$ cat src/sv/i2cbb_pkg.sv
// shared types and constants for the i2c bit-bang master
// no dependencies
`default_nettype none

package i2cbb_pkg;

	localparam int BITS_PER_BYTE = 8;
	localparam int BIT_W = $clog2(BITS_PER_BYTE);

	localparam logic [15:0] HALF_PERIOD_RST = 16'd250;

	// command codes
	localparam logic [2:0] ACT_NONE  = 3'd0;
	localparam logic [2:0] ACT_START = 3'd1;
	localparam logic [2:0] ACT_STOP  = 3'd2;
	localparam logic [2:0] ACT_WRITE = 3'd3;
	localparam logic [2:0] ACT_READ  = 3'd4;

	typedef struct packed {
		logic [2:0] action;
		logic [7:0] write_byte;
		logic       sda_in;
	} item_t;

	typedef struct packed {
		logic       scl;
		logic       sda_out;
		logic       sda_drive;
		logic       busy_res;
		logic       done_res;
		logic [7:0] read_byte;
	} res_t;

endpackage

`default_nettype wire

$ cat src/sv/i2cbb_in_stage.sv
// input beat register of the i2c bit-bang master
// depends on i2cbb_pkg
`default_nettype none

module i2cbb_in_stage import i2cbb_pkg::*; (
	input  wire   clk,
	input  wire   arst_n,
	input  wire   in_valid,
	output logic  in_stall,
	input  item_t item,
	input  wire   adv,
	output logic  vld_s1,
	output item_t item_s1
);

	logic take;

	assign in_stall = vld_s1 && !adv;
	assign take     = in_valid && !in_stall;

	always_ff @(posedge clk or negedge arst_n) begin
		if (!arst_n) begin
			vld_s1 <= 1'b0;
		end else if (take) begin
			vld_s1 <= 1'b1;
		end else if (adv) begin
			vld_s1 <= 1'b0;
		end
	end

	always_ff @(posedge clk) begin
		if (take) begin
			item_s1 <= item;
		end
	end

endmodule

`default_nettype wire

$ cat src/sv/i2cbb_seq.sv
// pin sequencer: one tick of the start/stop/write/read state machine per beat
// depends on i2cbb_pkg
`default_nettype none

module i2cbb_seq import i2cbb_pkg::*; (
	input  wire         clk,
	input  wire         arst_n,
	input  wire         step,
	input  item_t       item_s1,
	input  wire  [15:0] half_period,
	output res_t        res
);

	typedef enum logic [10:0] {
		ST_IDLE    = 11'b000_0000_0001,
		ST_START_A = 11'b000_0000_0010,
		ST_START_B = 11'b000_0000_0100,
		ST_STOP_A  = 11'b000_0000_1000,
		ST_STOP_B  = 11'b000_0001_0000,
		ST_WR_A    = 11'b000_0010_0000,
		ST_WR_H    = 11'b000_0100_0000,
		ST_WR_L    = 11'b000_1000_0000,
		ST_RD_A    = 11'b001_0000_0000,
		ST_RD_L    = 11'b010_0000_0000,
		ST_RD_H    = 11'b100_0000_0000
	} state_t;

	state_t             st_q, st_d;
	logic [15:0]        pc_q, pc_d;
	logic [BIT_W-1:0]   bi_q, bi_d, bi_dec;
	logic [7:0]         sh_q, sh_d;
	logic [7:0]         rd_q, rd_d;
	logic               scl_q, scl_d;
	logic               dat_q, dat_d;
	logic               en_q, en_d;
	logic               done;
	logic [15:0]        hp_eff;

	assign hp_eff = (half_period == 16'd0) ? 16'd1 : half_period;
	assign bi_dec = bi_q - BIT_W'(1);

	always_comb begin
		st_d  = st_q;
		pc_d  = pc_q;
		bi_d  = bi_q;
		sh_d  = sh_q;
		rd_d  = rd_q;
		scl_d = scl_q;
		dat_d = dat_q;
		en_d  = en_q;
		done  = 1'b0;
		if (st_q == ST_IDLE) begin
			case (item_s1.action)
				ACT_START: begin
					st_d  = ST_START_A;
					pc_d  = 16'd1;
					en_d  = 1'b1;
					dat_d = 1'b1;
					scl_d = 1'b1;
				end
				ACT_STOP: begin
					st_d  = ST_STOP_A;
					pc_d  = 16'd1;
					en_d  = 1'b1;
					dat_d = 1'b0;
					scl_d = 1'b0;
				end
				ACT_WRITE: begin
					st_d  = ST_WR_A;
					pc_d  = 16'd1;
					sh_d  = item_s1.write_byte;
					bi_d  = BIT_W'(BITS_PER_BYTE - 1);
					en_d  = 1'b1;
					scl_d = 1'b0;
				end
				ACT_READ: begin
					st_d  = ST_RD_A;
					pc_d  = 16'd1;
					sh_d  = 8'd0;
					bi_d  = BIT_W'(BITS_PER_BYTE - 1);
					en_d  = 1'b0;
				end
				default: begin
				end
			endcase
		end else if (pc_q < hp_eff) begin
			pc_d = pc_q + 16'd1;
		end else begin
			pc_d = 16'd1;
			case (st_q)
				ST_START_A: begin
					st_d  = ST_START_B;
					dat_d = 1'b0;
				end
				ST_START_B: begin
					scl_d = 1'b0;
					done  = 1'b1;
				end
				ST_STOP_A: begin
					st_d  = ST_STOP_B;
					scl_d = 1'b1;
				end
				ST_STOP_B: begin
					dat_d = 1'b1;
					done  = 1'b1;
				end
				ST_WR_A: begin
					st_d  = ST_WR_H;
					dat_d = sh_q[bi_q];
					scl_d = 1'b1;
				end
				ST_WR_H: begin
					st_d  = ST_WR_L;
					scl_d = 1'b0;
				end
				ST_WR_L: begin
					if (bi_q == '0) begin
						done = 1'b1;
					end else begin
						bi_d  = bi_dec;
						st_d  = ST_WR_H;
						dat_d = sh_q[bi_dec];
						scl_d = 1'b1;
					end
				end
				ST_RD_A: begin
					st_d  = ST_RD_L;
					scl_d = 1'b0;
				end
				ST_RD_L: begin
					st_d  = ST_RD_H;
					scl_d = 1'b1;
					if (item_s1.sda_in) begin
						sh_d[bi_q] = 1'b1;
					end
				end
				ST_RD_H: begin
					if (bi_q == '0) begin
						rd_d = sh_q;
						done = 1'b1;
					end else begin
						bi_d  = bi_dec;
						st_d  = ST_RD_L;
						scl_d = 1'b0;
					end
				end
				default: begin
					done = 1'b1;
				end
			endcase
			if (done) begin
				st_d = ST_IDLE;
				pc_d = 16'd0;
			end
		end
	end

	always_ff @(posedge clk or negedge arst_n) begin
		if (!arst_n) begin
			st_q  <= ST_IDLE;
			pc_q  <= 16'd0;
			bi_q  <= '0;
			sh_q  <= 8'd0;
			rd_q  <= 8'd0;
			scl_q <= 1'b1;
			dat_q <= 1'b1;
			en_q  <= 1'b1;
		end else if (step) begin
			st_q  <= st_d;
			pc_q  <= pc_d;
			bi_q  <= bi_d;
			sh_q  <= sh_d;
			rd_q  <= rd_d;
			scl_q <= scl_d;
			dat_q <= dat_d;
			en_q  <= en_d;
		end
	end

	assign res.scl       = scl_d;
	assign res.sda_out   = en_d & dat_d;
	assign res.sda_drive = en_d;
	assign res.busy_res  = (st_d != ST_IDLE);
	assign res.done_res  = done;
	assign res.read_byte = rd_d;

endmodule

`default_nettype wire

$ cat src/sv/i2cbb_out_stage.sv
// result beat register of the i2c bit-bang master
// depends on i2cbb_pkg
`default_nettype none

module i2cbb_out_stage import i2cbb_pkg::*; (
	input  wire  clk,
	input  wire  arst_n,
	input  wire  vld_s1,
	input  res_t res,
	output logic adv,
	output logic out_valid,
	input  wire  out_stall,
	output res_t res_q
);

	assign adv = !out_valid || !out_stall;

	always_ff @(posedge clk or negedge arst_n) begin
		if (!arst_n) begin
			out_valid <= 1'b0;
		end else if (adv) begin
			out_valid <= vld_s1;
		end
	end

	always_ff @(posedge clk) begin
		if (adv && vld_s1) begin
			res_q <= res;
		end
	end

endmodule

`default_nettype wire

$ cat src/sv/i2c_bitbang_master.sv
// top level of the i2c bit-bang master: input register, sequencer, result register
// depends on i2cbb_pkg, i2cbb_in_stage, i2cbb_seq, i2cbb_out_stage
//
// each input beat is one tick of a pin-level i2c master. while idle, the tick's action
// starts a command: start (sda falls with scl high, then scl falls), stop (sda and scl low,
// scl rises, then sda rises), write byte (eight bits msb first, one scl pulse each) or
// read byte (sda released, eight bits sampled msb first on each scl rise). every phase
// holds for half_period ticks (zero counts as one); actions arriving while a command runs
// are ignored. each input beat yields exactly one result beat with the pin levels, busy,
// a done pulse and the last byte read. the block takes one beat per clock cycle while the
// result side is not stalled; a taken beat moves from the input register through the
// combinational sequencer outputs into the result register and shows on the result port.
// ack bits, clock stretching and arbitration are not handled. half_period is written
// through the cfg port, which is always ready, and should only change while no command
// runs.
`default_nettype none

module i2c_bitbang_master import i2cbb_pkg::*; (
	input  wire         clk,
	input  wire         arst_n,
	// input beat channel
	input  wire         in_valid,
	output logic        in_stall,
	input  wire  [2:0]  action,
	input  wire  [7:0]  write_byte,
	input  wire         sda_in,
	// result beat channel
	output logic        out_valid,
	input  wire         out_stall,
	output logic        scl,
	output logic        sda_out,
	output logic        sda_drive,
	output logic        busy_res,
	output logic        done_res,
	output logic [7:0]  read_byte,
	// half_period register write
	input  wire         cfg_valid,
	output logic        cfg_ready,
	input  wire  [15:0] cfg_data
);

	item_t       item, item_s1;
	res_t        res, res_q;
	logic        vld_s1;
	logic        adv;
	logic [15:0] half_period_q;

	// config register, never back-pressured
	assign cfg_ready = 1'b1;

	always_ff @(posedge clk or negedge arst_n) begin
		if (!arst_n) begin
			half_period_q <= HALF_PERIOD_RST;
		end else if (cfg_valid && cfg_ready) begin
			half_period_q <= cfg_data;
		end
	end

	assign item.action     = action;
	assign item.write_byte = write_byte;
	assign item.sda_in     = sda_in;

	// input register: holds one beat while the result side is stalled
	i2cbb_in_stage u_in (
		.clk      (clk),
		.arst_n   (arst_n),
		.in_valid (in_valid),
		.in_stall (in_stall),
		.item     (item),
		.adv      (adv),
		.vld_s1   (vld_s1),
		.item_s1  (item_s1)
	);

	// sequencer state advances only when the beat moves into the result register
	i2cbb_seq u_seq (
		.clk         (clk),
		.arst_n      (arst_n),
		.step        (vld_s1 && adv),
		.item_s1     (item_s1),
		.half_period (half_period_q),
		.res         (res)
	);

	// result register
	i2cbb_out_stage u_out (
		.clk       (clk),
		.arst_n    (arst_n),
		.vld_s1    (vld_s1),
		.res       (res),
		.adv       (adv),
		.out_valid (out_valid),
		.out_stall (out_stall),
		.res_q     (res_q)
	);

	assign scl       = res_q.scl;
	assign sda_out   = res_q.sda_out;
	assign sda_drive = res_q.sda_drive;
	assign busy_res  = res_q.busy_res;
	assign done_res  = res_q.done_res;
	assign read_byte = res_q.read_byte;

endmodule

`default_nettype wire

$ cat config.mk
export PLATFORM = sky130hd
export DESIGN_NAME = i2c_bitbang_master
export DESIGN_NICKNAME = d
export VERILOG_FILES = /design/src/sv/i2cbb_pkg.sv /design/src/sv/i2cbb_in_stage.sv /design/src/sv/i2cbb_seq.sv /design/src/sv/i2cbb_out_stage.sv /design/src/sv/i2c_bitbang_master.sv
export SDC_FILE = /design/constraint.sdc
export NUM_CORES = 1
export LEC_CHECK = 0
export BUFFER_PORTS_ARGS = -buffer_cell sky130_fd_sc_hd__buf_2
export CAP_MARGIN = 30
export CORE_ASPECT_RATIO = 2
export CORE_MARGIN = 1.5
export CORE_UTILIZATION = 55
export DETAILED_ROUTE_END_ITERATION = 6
export GPL_TIMING_DRIVEN = 0
export PLACE_DENSITY = 0.72
export SYNTH_ARGS = -nofsm -noshare
export SYNTH_HDL_FRONTEND = slang
export SYNTH_HIERARCHICAL = 1
export SYNTH_SLANG_ARGS = --single-unit
$ cat constraint.sdc
create_clock -name clk -period 3.5 [get_ports clk]
set_input_delay 0.875 -clock clk [delete_from_list [all_inputs] [get_ports clk]]
set_output_delay 0.875 -clock clk [all_outputs]
set_load 0.01 [all_outputs]
* Word level (Yosys, flattened, before mapping)
Index checks and enable logic that the tools add are counted.
** Word-level totals
- Input bits :: 33
- Word-level logic and storage cells :: 127
- Register bits :: 92
- Output and inout bits :: 16
** Operators by class
- Magnitude comparators :: 4
- Reductions and logical operators :: 27
- $add $sub $neg :: 2
- Bitwise gates (word level) :: 2
- Mux-type cells :: 51
- Eq/ne operators :: 21
** Operators by type and width (count)
- one-hot mux 11 bit (8 select lines) :: 1
- two-way mux 16 bit :: 4
- two-way mux 8 bit :: 8
- two-way mux 11 bit :: 5
- one-hot mux 11 bit (4 select lines) :: 1
- two-way mux 1 bit :: 17
- adder 16 x 1 -> 16 bit (second input constant) :: 1
- zero test 16 bit :: 1
- < comparator 16 bit :: 1
- one-hot mux 8 bit (2 select lines) :: 1
- two-way mux 3 bit :: 5
- == test 11 x 1 -> 1 bit (second input constant) :: 1
- == test 11 x 10 -> 1 bit (second input constant) :: 1
- == test 11 bit (second input constant) :: 1
- == test 11 x 2 -> 1 bit (second input constant) :: 1
- == test 11 x 3 -> 1 bit (second input constant) :: 1
- == test 11 x 4 -> 1 bit (second input constant) :: 1
- == test 11 x 5 -> 1 bit (second input constant) :: 1
- == test 11 x 6 -> 1 bit (second input constant) :: 1
- == test 11 x 7 -> 1 bit (second input constant) :: 1
- == test 11 x 8 -> 1 bit (second input constant) :: 1
- == test 11 x 9 -> 1 bit (second input constant) :: 1
- inequality test 11 x 1 -> 1 bit (second input constant) :: 1
- AND reduction 5 bit :: 2
- 25 further kinds :: 48

* Depth between registers and ports, before layout
Gate-level depths: netlist (run 1).
- Depth after elaboration :: 9
- Depth in mapped cells :: 11
- Gate-level depth less buffers :: 9

* Hierarchy
Netlist (run 1), hierarchy kept.
** Modules (own cells, without submodules)
- i2cbb_seq :: area an instance 3704.8 µm², times used 1, seq. area each 1231.2 µm², cells an instance 432
- i2c_bitbang_master :: area an instance 674.4 µm², times used 1, seq. area each 407.9 µm², cells an instance 37
- i2cbb_out_stage :: area an instance 437.9 µm², times used 1, seq. area each 415.4 µm², cells an instance 17
- i2cbb_in_stage :: area an instance 417.9 µm², times used 1, seq. area each 385.4 µm², cells an instance 17

* Least setup slack after synthesis (run 1)
No wires, ideal clock.
- Path type :: register -> register
- Start point :: register u_seq.bi_q[0]
- End point :: register u_out/res_q[11] (netlist name)
- Clock period less this slack :: 2.892 ns
- Data arrival time :: 2.627 ns
- Buffers on the path :: 1
- Required time :: 3.235 ns
- Cell stages (with the launch flop) :: 11
- Path slack :: 0.608 ns
- Library setup time :: 0.265 ns
- Cells stage by stage :: dfrtp_1 clkbuf_1 inv_1 ha_1 mux4_2 mux2_2 and4b_1 nor4_1 o21ai_0 o2111ai_1 a21oi_1
** RTL lines
- start: declaration :: RTL line i2cbb_seq.sv:30 : logic [BIT_W-1:0] bi_q, bi_d, bi_dec;
- start signal: assignment :: RTL line i2cbb_seq.sv:171 : bi_q <= bi_d;

* Worst setup path in the final report (run 1)
- Start point :: register half_period_q[4]
- End point :: register u_out/res_q[12] (netlist name)
** Between the ends
- Cells in the longest elaborated chain, start to end :: 5
** Ends and longest elaborated chain
- start: declaration :: RTL line i2c_bitbang_master.sv:46 : logic [15:0] half_period_q;
- start signal: assignment :: RTL line i2c_bitbang_master.sv:55 : half_period_q <= cfg_data;
- zero test 16 bit :: RTL line i2cbb_seq.sv:39 : assign hp_eff = (half_period == 16'd0) ? 16'd1 : half_period;
- two-way mux 16 bit * :: RTL line i2cbb_seq.sv:39
- < comparator 16 bit * :: RTL line i2cbb_seq.sv:86 : end else if (pc_q < hp_eff) begin
- two-way mux 1 bit * :: RTL line i2cbb_seq.sv:86
- two-way mux 1 bit * :: RTL line i2cbb_seq.sv:52 : if (st_q == ST_IDLE) begin
- via u_seq.scl_d :: RTL line i2cbb_seq.sv:33 : logic scl_q, scl_d;
The timed path passes the listed nets; every way through them passes the cells marked *.
A chain may end at the register's enable or synchronous reset.

==> flow_summary_export.csv, run 1 <==
group,metric,value,unit
worst_setup_path,worstPathBufferInverterCount,2,
worst_setup_path,cpMaxStageDelayCell,"a2111oi_0",
worst_setup_path,critical_path.max_fanout,9,
grt,grt_start_max_net_pins,68,
timing,hold_violations,0,
synthesis,ys_top_cells_by_area,"dfrtp_1 (27%), edfxtp_1 (14%), dfstp_2 (5.0%)",
placed_design,placed_area,5600,µm²
synthesis,synth_top_area_cell,"dfrtp_1",
synthesis,yosysMostFrequentCell,"dfrtp_1",
drt,routedLengthMet1,4640,µm
synthesis,yosys_warnings,6,
drt,num_vias,4224,
clocking,cts_buffers,9,
layout,fin_cells,669,
layout,final_area,5910,µm²
pwr,internal-power,0.00194,W
pwr,combPwrFrac,19.6,%
timing,layout_setup_ws,0.180,ns
worst_hold_path,hold_class,"flip-flop to flip-flop",
floorplan,fp.dieW,72.0,µm
worst_setup_path,end_kind,"flip-flop",
drt,wl_met3,496,µm
clocking,cts.sinks,92,
pwr,power.switching,0.000874,W
worst_setup_path,max_stage_delay,0.64,ns
clocking,cts_max_level,3,
timing,max_freq,301,MHz
worst_setup_path,cp.required,3.72,ns
worst_setup_path,endpoint,"u_out/res_q[12]",
pwr,clkPwrFrac,34.5,%
clocking,clkTransAtPathRegs,0.08,ns
floorplan,start_util,56.2,%
timing,layout_min_cycle_time,3.32,ns
drt,vias_per_cell,6.31,
worst_setup_path,cp.depth,10,
worst_setup_path,critPathTopFamily,"compound AO/OA/AOI/OAI gates",
grt,overflow,0,
floorplan,die_area,10100,µm²
pwr,switching_share,31.0,%
timing,rsz0062_at_grt,"false",
layout,nets,611,
grt,antenna_found_initial,0,
synthesis,avgSynthCellArea,10.4,µm²
run,maxCapViolations,0,
grt,gr-usage-all-layers,27.2,%
timing,finalMaxSlewViolations,0,
layout,fill_cells,787,
clocking,clock-root-buffer,"clkbuf_16",
timing,slew_headroom,40.0,%
placed_design,post-place-cells,653,
pwr,power_density,477,nW/µm²
layout,drive_gt1_share,24.2,%
synthesis,synthFlopType,"dfrtp_1",
drt,drt-pass1-iter-count,5,
timing,min_period_over_period,94.8,%
floorplan,core_area,9320,µm²
layout,area_growth,12.8,%
timing,setup_viol,0,
floorplan,pin_count,49,
worst_setup_path,crit_start,"half_period_q[4]",
clocking,insertion_delay,0.34,ns
pwr,p_seq_share,45.9,%
timing,worstMarginPinSlew,0.894,ns
synthesis,synthTopCellsByCount,"dfrtp_1 (57), nor2_1 (44), a21oi_1 (29), inv_1 (29), nand2_1 (29)",
drt,ant_nets,0,
synthesis,synth_edf_count,25,
drt,drt_iter0_drc,354,
synthesis,synth_top_area_share,27.2,%
grt,grt_pass1_wl,21200,µm
worst_setup_path,crit_type,"flip-flop to flip-flop",
clocking,cts_tree,"done",
status,outcome,"finished, final reports clean",
worst_setup_path,crit_path_start_kind,"flip-flop",
synthesis,ys_ff_latch,92,
timing,fin_skew,0.00884,ns
placed_design,gp_congestion,0.923,
worst_setup_path,cp_data_arrival_time,3.54,ns
synthesis,yosys.cell_types.count,73,
worst_setup_path,reg2reg_to,"u_out/res_q[12]",
synthesis,syn_area,5240,µm²
timing,setup_tns,0,ns
synthesis,async_flop_share,72.8,%
placed_design,place_ws,0.142,ns
layout,antennaDiodeCount,0,
synthesis,ys_seq_area_share,46.6,%
pwr,vdd_drop_max,0.435,mV
drt,wl_per_cell,19.5,µm
worst_setup_path,rrSetupSlack,0.18,ns
worst_setup_path,r2r_start,"half_period_q[4]",
drt,routed-wl-met2,7430,µm
synthesis,syn_inst,503,
drt,drc,0,
placed_design,post-dp-hpwl,9760,µm
pwr,leakage,2.61,nW
floorplan,dieHeight,141,µm
grt,grt_pass1_vias,4359,
clocking,cts_setup_buffers,0,
synthesis,synth_fp_nets,554,
floorplan,rows,50,
worst_setup_path,reg2reg_depth,10,
clocking,postCtsHoldBufs,0,
clocking,clockBufferDepth,2,
drt,maxUsedRoutingLayer,"met4",
worst_setup_path,crit_path_cell_trace,"inv_1 -> ha_1 -> o211a_1 -> a2111oi_0 -> or4_4 -> a21oi_2 -> o21ai_1 -> o31ai_1 -> a221oi_1 -> buf_4",
placed_design,io_buffer_count,46,
drt,routed_wl,13000,µm
routing by layer:
metal	vias up	track usage (%)
li1	1968	-
met4	0	13.5
met3	38	3.65
met2	168	51.7
met1	2050	28.1
met5	-	0
worst reg2reg max path, delay by kind of cell (launching register included):
kind | cells | cell delay (ns)
AND/OR/NAND/NOR | 1 | 0.28
buffers and inverters | 2 | 0.21
AO/OA/AOI/OAI | 6 | 1.90
adder cells (fa/ha/maj) | 1 | 0.26
flip-flops | 1 | 0.54
registers in the layout, indices dropped and copies added, names as in the netlist:
register,count
half_period_q,16
u_in/item_s1,12
u_in/vld_s1,1
u_out/out_valid,1
u_out/res_q,13
u_seq/bi_q,3
u_seq/dat_q,1
u_seq/en_q,1
u_seq/pc_q,16
u_seq/rd_q,8
u_seq/scl_q,1
u_seq/sh_q,8
u_seq/st_q,11
cell families (layout without fill, tap and decap cells):
| kind of cell | after synthesis | in the layout | share of synthesized area, % |
|---|---|---|---|
| compound gates | 111 | 111 | 14.7 |
| xor+xnor | 15 | 15 | 2.51 |
| fa+ha+maj | 18 | 18 | 4.30 |
| buf+inv | 56 | 118 | 4.83 |
| flops | 92 | 92 | 46.6 |
| mux | 41 | 41 | 10.1 |
| other cells | 1 | 1 | 0.0716 |
| simple gates | 169 | 169 | 16.9 |
power groups by stage:
stage	sequential, W	clock, W	combinational, W
after floorplan	0.00129	0	0.000382
after global placement	0.00131	0	0.000516
after detailed placement	0.00131	0	0.000537
after CTS	0.00129	0.000994	0.000541
after global routing	0.00130	0.00104	0.000609
final	0.00129	0.000970	0.000552
worst min path at each step:
stage | slack [ns] | from | to | depth (start not counted)
floorplan | 0.46 | u_in/item_s1[8] | u_seq/sh_q[7] | 2
global placement | 0.47 | u_seq/rd_q[2] | u_seq/rd_q[2] | 1
detailed placement | 0.48 | u_in/item_s1[3] | u_seq/sh_q[2] | 2
CTS | 0.49 | u_seq/scl_q | u_seq/scl_q | 1
global route | 0.51 | u_seq/scl_q | u_seq/scl_q | 1
finish | 0.49 | u_in/item_s1[3] | u_seq/sh_q[2] | 2
layout make-up:
class	instances	area (µm²)	area share (%)
plain buffers	27	145	2.46
clock buffers	9	225	3.81
clock inverters	7	76.3	1.29
inverters	29	109	1.84
multi-input cells	355	2550	43.1
flip-flops and latches	92	2440	41.3
well taps	104	130	2.20
repair buffers	46	233	3.94
layout by cell type, fill, tap and decap left out, drive strengths merged, types with 11 or more instances in the layout:
| cell | count |
|---|---|
| nor3 | 17 |
| xnor2 | 12 |
| mux2 | 34 |
| dfrtp | 57 |
| nor2 | 45 |
| o21ai | 25 |
| ha | 18 |
| buf | 56 |
| inv | 34 |
| a21oi | 30 |
| nor4 | 11 |
| nand3 | 15 |
| clkbuf | 26 |
| nand2 | 30 |
| edfxtp | 25 |
what timing repair did:
item	CTS	global route
setup endpoints to repair	0	10
endpoints found under the hold margin	0	0
resized for setup	0	3
stage by stage:
stage | util (%) | power, W | hold WS [ns]
floorplan | - | 0.00167 | 0.457
global placement | 60.0 | 0.00182 | 0.469
detailed placement | 60.1 | 0.00185 | 0.475
CTS | 63.3 | 0.00283 | 0.491
global route | 63.4 | 0.00295 | 0.507
finish | 63.4 | 0.00282 | 0.487
(Power assumes the default switching activity.)
==> inputs of run 2 (changes only) <==
--- a/config.mk
+++ b/config.mk
@@ -6,13 +6,12 @@
 export NUM_CORES = 1
 export LEC_CHECK = 0
 export BUFFER_PORTS_ARGS = -buffer_cell sky130_fd_sc_hd__buf_2
-export CAP_MARGIN = 30
 export CORE_ASPECT_RATIO = 2
 export CORE_MARGIN = 1.5
 export CORE_UTILIZATION = 55
 export DETAILED_ROUTE_END_ITERATION = 6
 export GPL_TIMING_DRIVEN = 0
-export PLACE_DENSITY = 0.72
+export PLACE_DENSITY = 0.79
 export SYNTH_ARGS = -nofsm -noshare
 export SYNTH_HDL_FRONTEND = slang
 export SYNTH_HIERARCHICAL = 1
==> constraint.sdc (replaced) <==
create_clock -name clk -period 3.7 [get_ports clk]
set_input_delay 0.925 -clock clk [delete_from_list [all_inputs] [get_ports clk]]
set_output_delay 0.925 -clock clk [all_outputs]
set_load 0.01 [all_outputs]
==> run 2 against run 1 <==
Routed wire length decreased by 0.66%. Setup slack improved by 0.095 ns. Clock skew barely moved. Global-route usage is essentially flat. Die area did not move. Maximum frequency decreased by 3.1%. Critical path depth stayed put. Largest cell class unchanged. Highest routed layer unchanged.
==> flow_summary_export.csv, run 2 (synthesis results as in run 1) <==
group,metric,value,unit
timing,layout_min_cycle_time,3.42,ns
drt,ant_nets,0,
worst_setup_path,cp.required,3.78,ns
floorplan,die_area,10100,µm²
timing,worstMarginPinSlew,0.869,ns
worst_setup_path,reg2reg_to,"u_out/res_q[11]",
drt,drt_iter0_drc,392,
worst_hold_path,hold_class,"flip-flop to flip-flop",
clocking,cts_resized,0,
floorplan,start_util,56.2,%
placed_design,io_buffer_count,46,
pwr,leakage,2.61,nW
timing,setup_tns,0,ns
drt,num_vias,4295,
worst_hold_path,min_from,"u_seq/scl_q",
floorplan,core_area,9320,µm²
timing,slew_headroom,41.7,%
drt,wl_met3,500,µm
pwr,power_density,460,nW/µm²
drt,routed_wl,13000,µm
drt,maxUsedRoutingLayer,"met4",
drt,drc,0,
worst_setup_path,reg2reg_depth,10,
clocking,postCtsHoldBufs,0,
layout,nets,611,
layout,reg_top3,"half_period_q (16), u_seq/pc_q (16), u_out/res_q (13)",
timing,setup_viol,0,
layout,fill_cells,757,
grt,grt_pass1_vias,4372,
layout,antennaDiodeCount,0,
floorplan,fp.dieW,72.0,µm
floorplan,dieHeight,141,µm
timing,whs,0.485,ns
worst_setup_path,critical_path.max_fanout,10,
worst_hold_path,hold_depth,1,
drt,vias_per_cell,6.42,
clocking,cts.sinks,92,
layout,drive_gt1_share,23.9,%
clocking,cts_tree,"done",
worst_setup_path,r2r_start,"u_seq/bi_q[0]",
run,maxCapViolations,0,
floorplan,rows,50,
grt,grt_pass1_wl,21100,µm
grt,grt_start_max_net_pins,68,
drt,routed-wl-met2,7130,µm
drt,wl_per_cell,19.4,µm
timing,max_freq,292,MHz
timing,finalMaxSlewViolations,0,
clocking,clockBufferDepth,2,
worst_setup_path,crit_type,"flip-flop to flip-flop",
grt,gr-usage-all-layers,27.2,%
layout,layout_common_cells,"dfrtp_1 (57), buf_2 (48), nor2_1 (44)",
status,outcome,"finished, final reports clean",
worst_setup_path,cp_data_arrival_time,3.51,ns
clocking,clock-root-buffer,"clkbuf_16",
clocking,clkTransAtPathRegs,0.07,ns
grt,antenna_found_initial,0,
layout,area_growth,12.9,%
placed_design,gp_congestion,0.914,
timing,hold_violations,0,
worst_setup_path,crit_path_start_kind,"flip-flop",
drt,routedLengthMet1,4570,µm
layout,fin_util,63.4,%
grt,overflow,0,
clocking,cts_max_level,3,
floorplan,pin_count,49,
timing,min_period_over_period,92.6,%
timing,rsz0062_at_grt,"false",
layout,seq_area,2440,µm²
timing,fin_skew,0.00893,ns
placed_design,post-dp-hpwl,9710,µm
worst_hold_path,worstHoldEndpoint,"u_seq/scl_q",
worst_setup_path,rrSetupSlack,0.28,ns
layout,multi_input_area,2540,µm²
clocking,insertion_delay,0.35,ns
clocking,cts_buffers,9,
clocking,cts_setup_buffers,0,
layout,final_common_cell,"dfrtp_1",
drt,drt-pass1-iter-count,6,
pwr,vdd_drop_max,0.294,mV
worst_setup_path,end_kind,"flip-flop",
## run 2: power breakdown
| group | leakage [nW] | switching (W) | internal [W] |
|---|---|---|---|
| registers | 1.08 | 0.0000861 | 0.00114 |
| logic | 1.37 | 0.000306 | 0.000215 |
| clock network | 0.155 | 0.000428 | 0.000542 |
## run 2: layout make-up
cell class	count	share of cell area, %
buffer	27	2.43
clock buffer	9	3.81
clock inverter	7	1.48
inverter	29	1.84
multi-input combinational	355	43.0
sequential	92	41.3
tap	104	2.20
timing repair buffer	46	3.94
## run 2: worst max-delay path by stage
stage               slack, ns           from  cells past startpoint               to
floorplan                0.81  u_seq/bi_q[0]                     10  u_out/res_q[11]
global placement         0.37  u_seq/bi_q[0]                     10  u_out/res_q[11]
detailed placement       0.36  u_seq/bi_q[0]                     10  u_out/res_q[11]
CTS                      0.32  u_seq/bi_q[0]                     10  u_out/res_q[11]
global route             0.09  u_seq/bi_q[0]                     10  u_out/res_q[11]
finish                   0.28  u_seq/bi_q[0]                     10  u_out/res_q[11]
## run 2: layer usage
layer | up-vias | global-route usage (%)
met4 | 0 | 17.5
met1 | 2080 | 28.5
met2 | 189 | 49.3
met5 | - | 0
li1 | 1970 | -
met3 | 56 | 3.50
## run 2: metrics by stage
step | power [W] | area, µm² | worst slack, ns | instances
2_1_floorplan | 0.00158 | 5240 | 0.808 | 503
3_3_place_gp | 0.00173 | 5600 | 0.367 | 653
3_5_place_dp | 0.00175 | 5600 | 0.355 | 653
4_1_cts | 0.00272 | 5910 | 0.315 | 669
5_1_grt | 0.00284 | 5910 | 0.0907 | 669
6_report | 0.00272 | 5910 | 0.275 | 669
## run 2: critical path, cell delays in order (launching register included)
cell and delay [ns]:
dfrtp_1 0.44, clkbuf_1 0.39, inv_1 0.24, ha_1 0.41
mux4_2 0.50, mux2_2 0.30, and4b_1 0.21, nor4_1 0.26
o21ai_0 0.13, o2111ai_1 0.17, a21oi_1 0.12
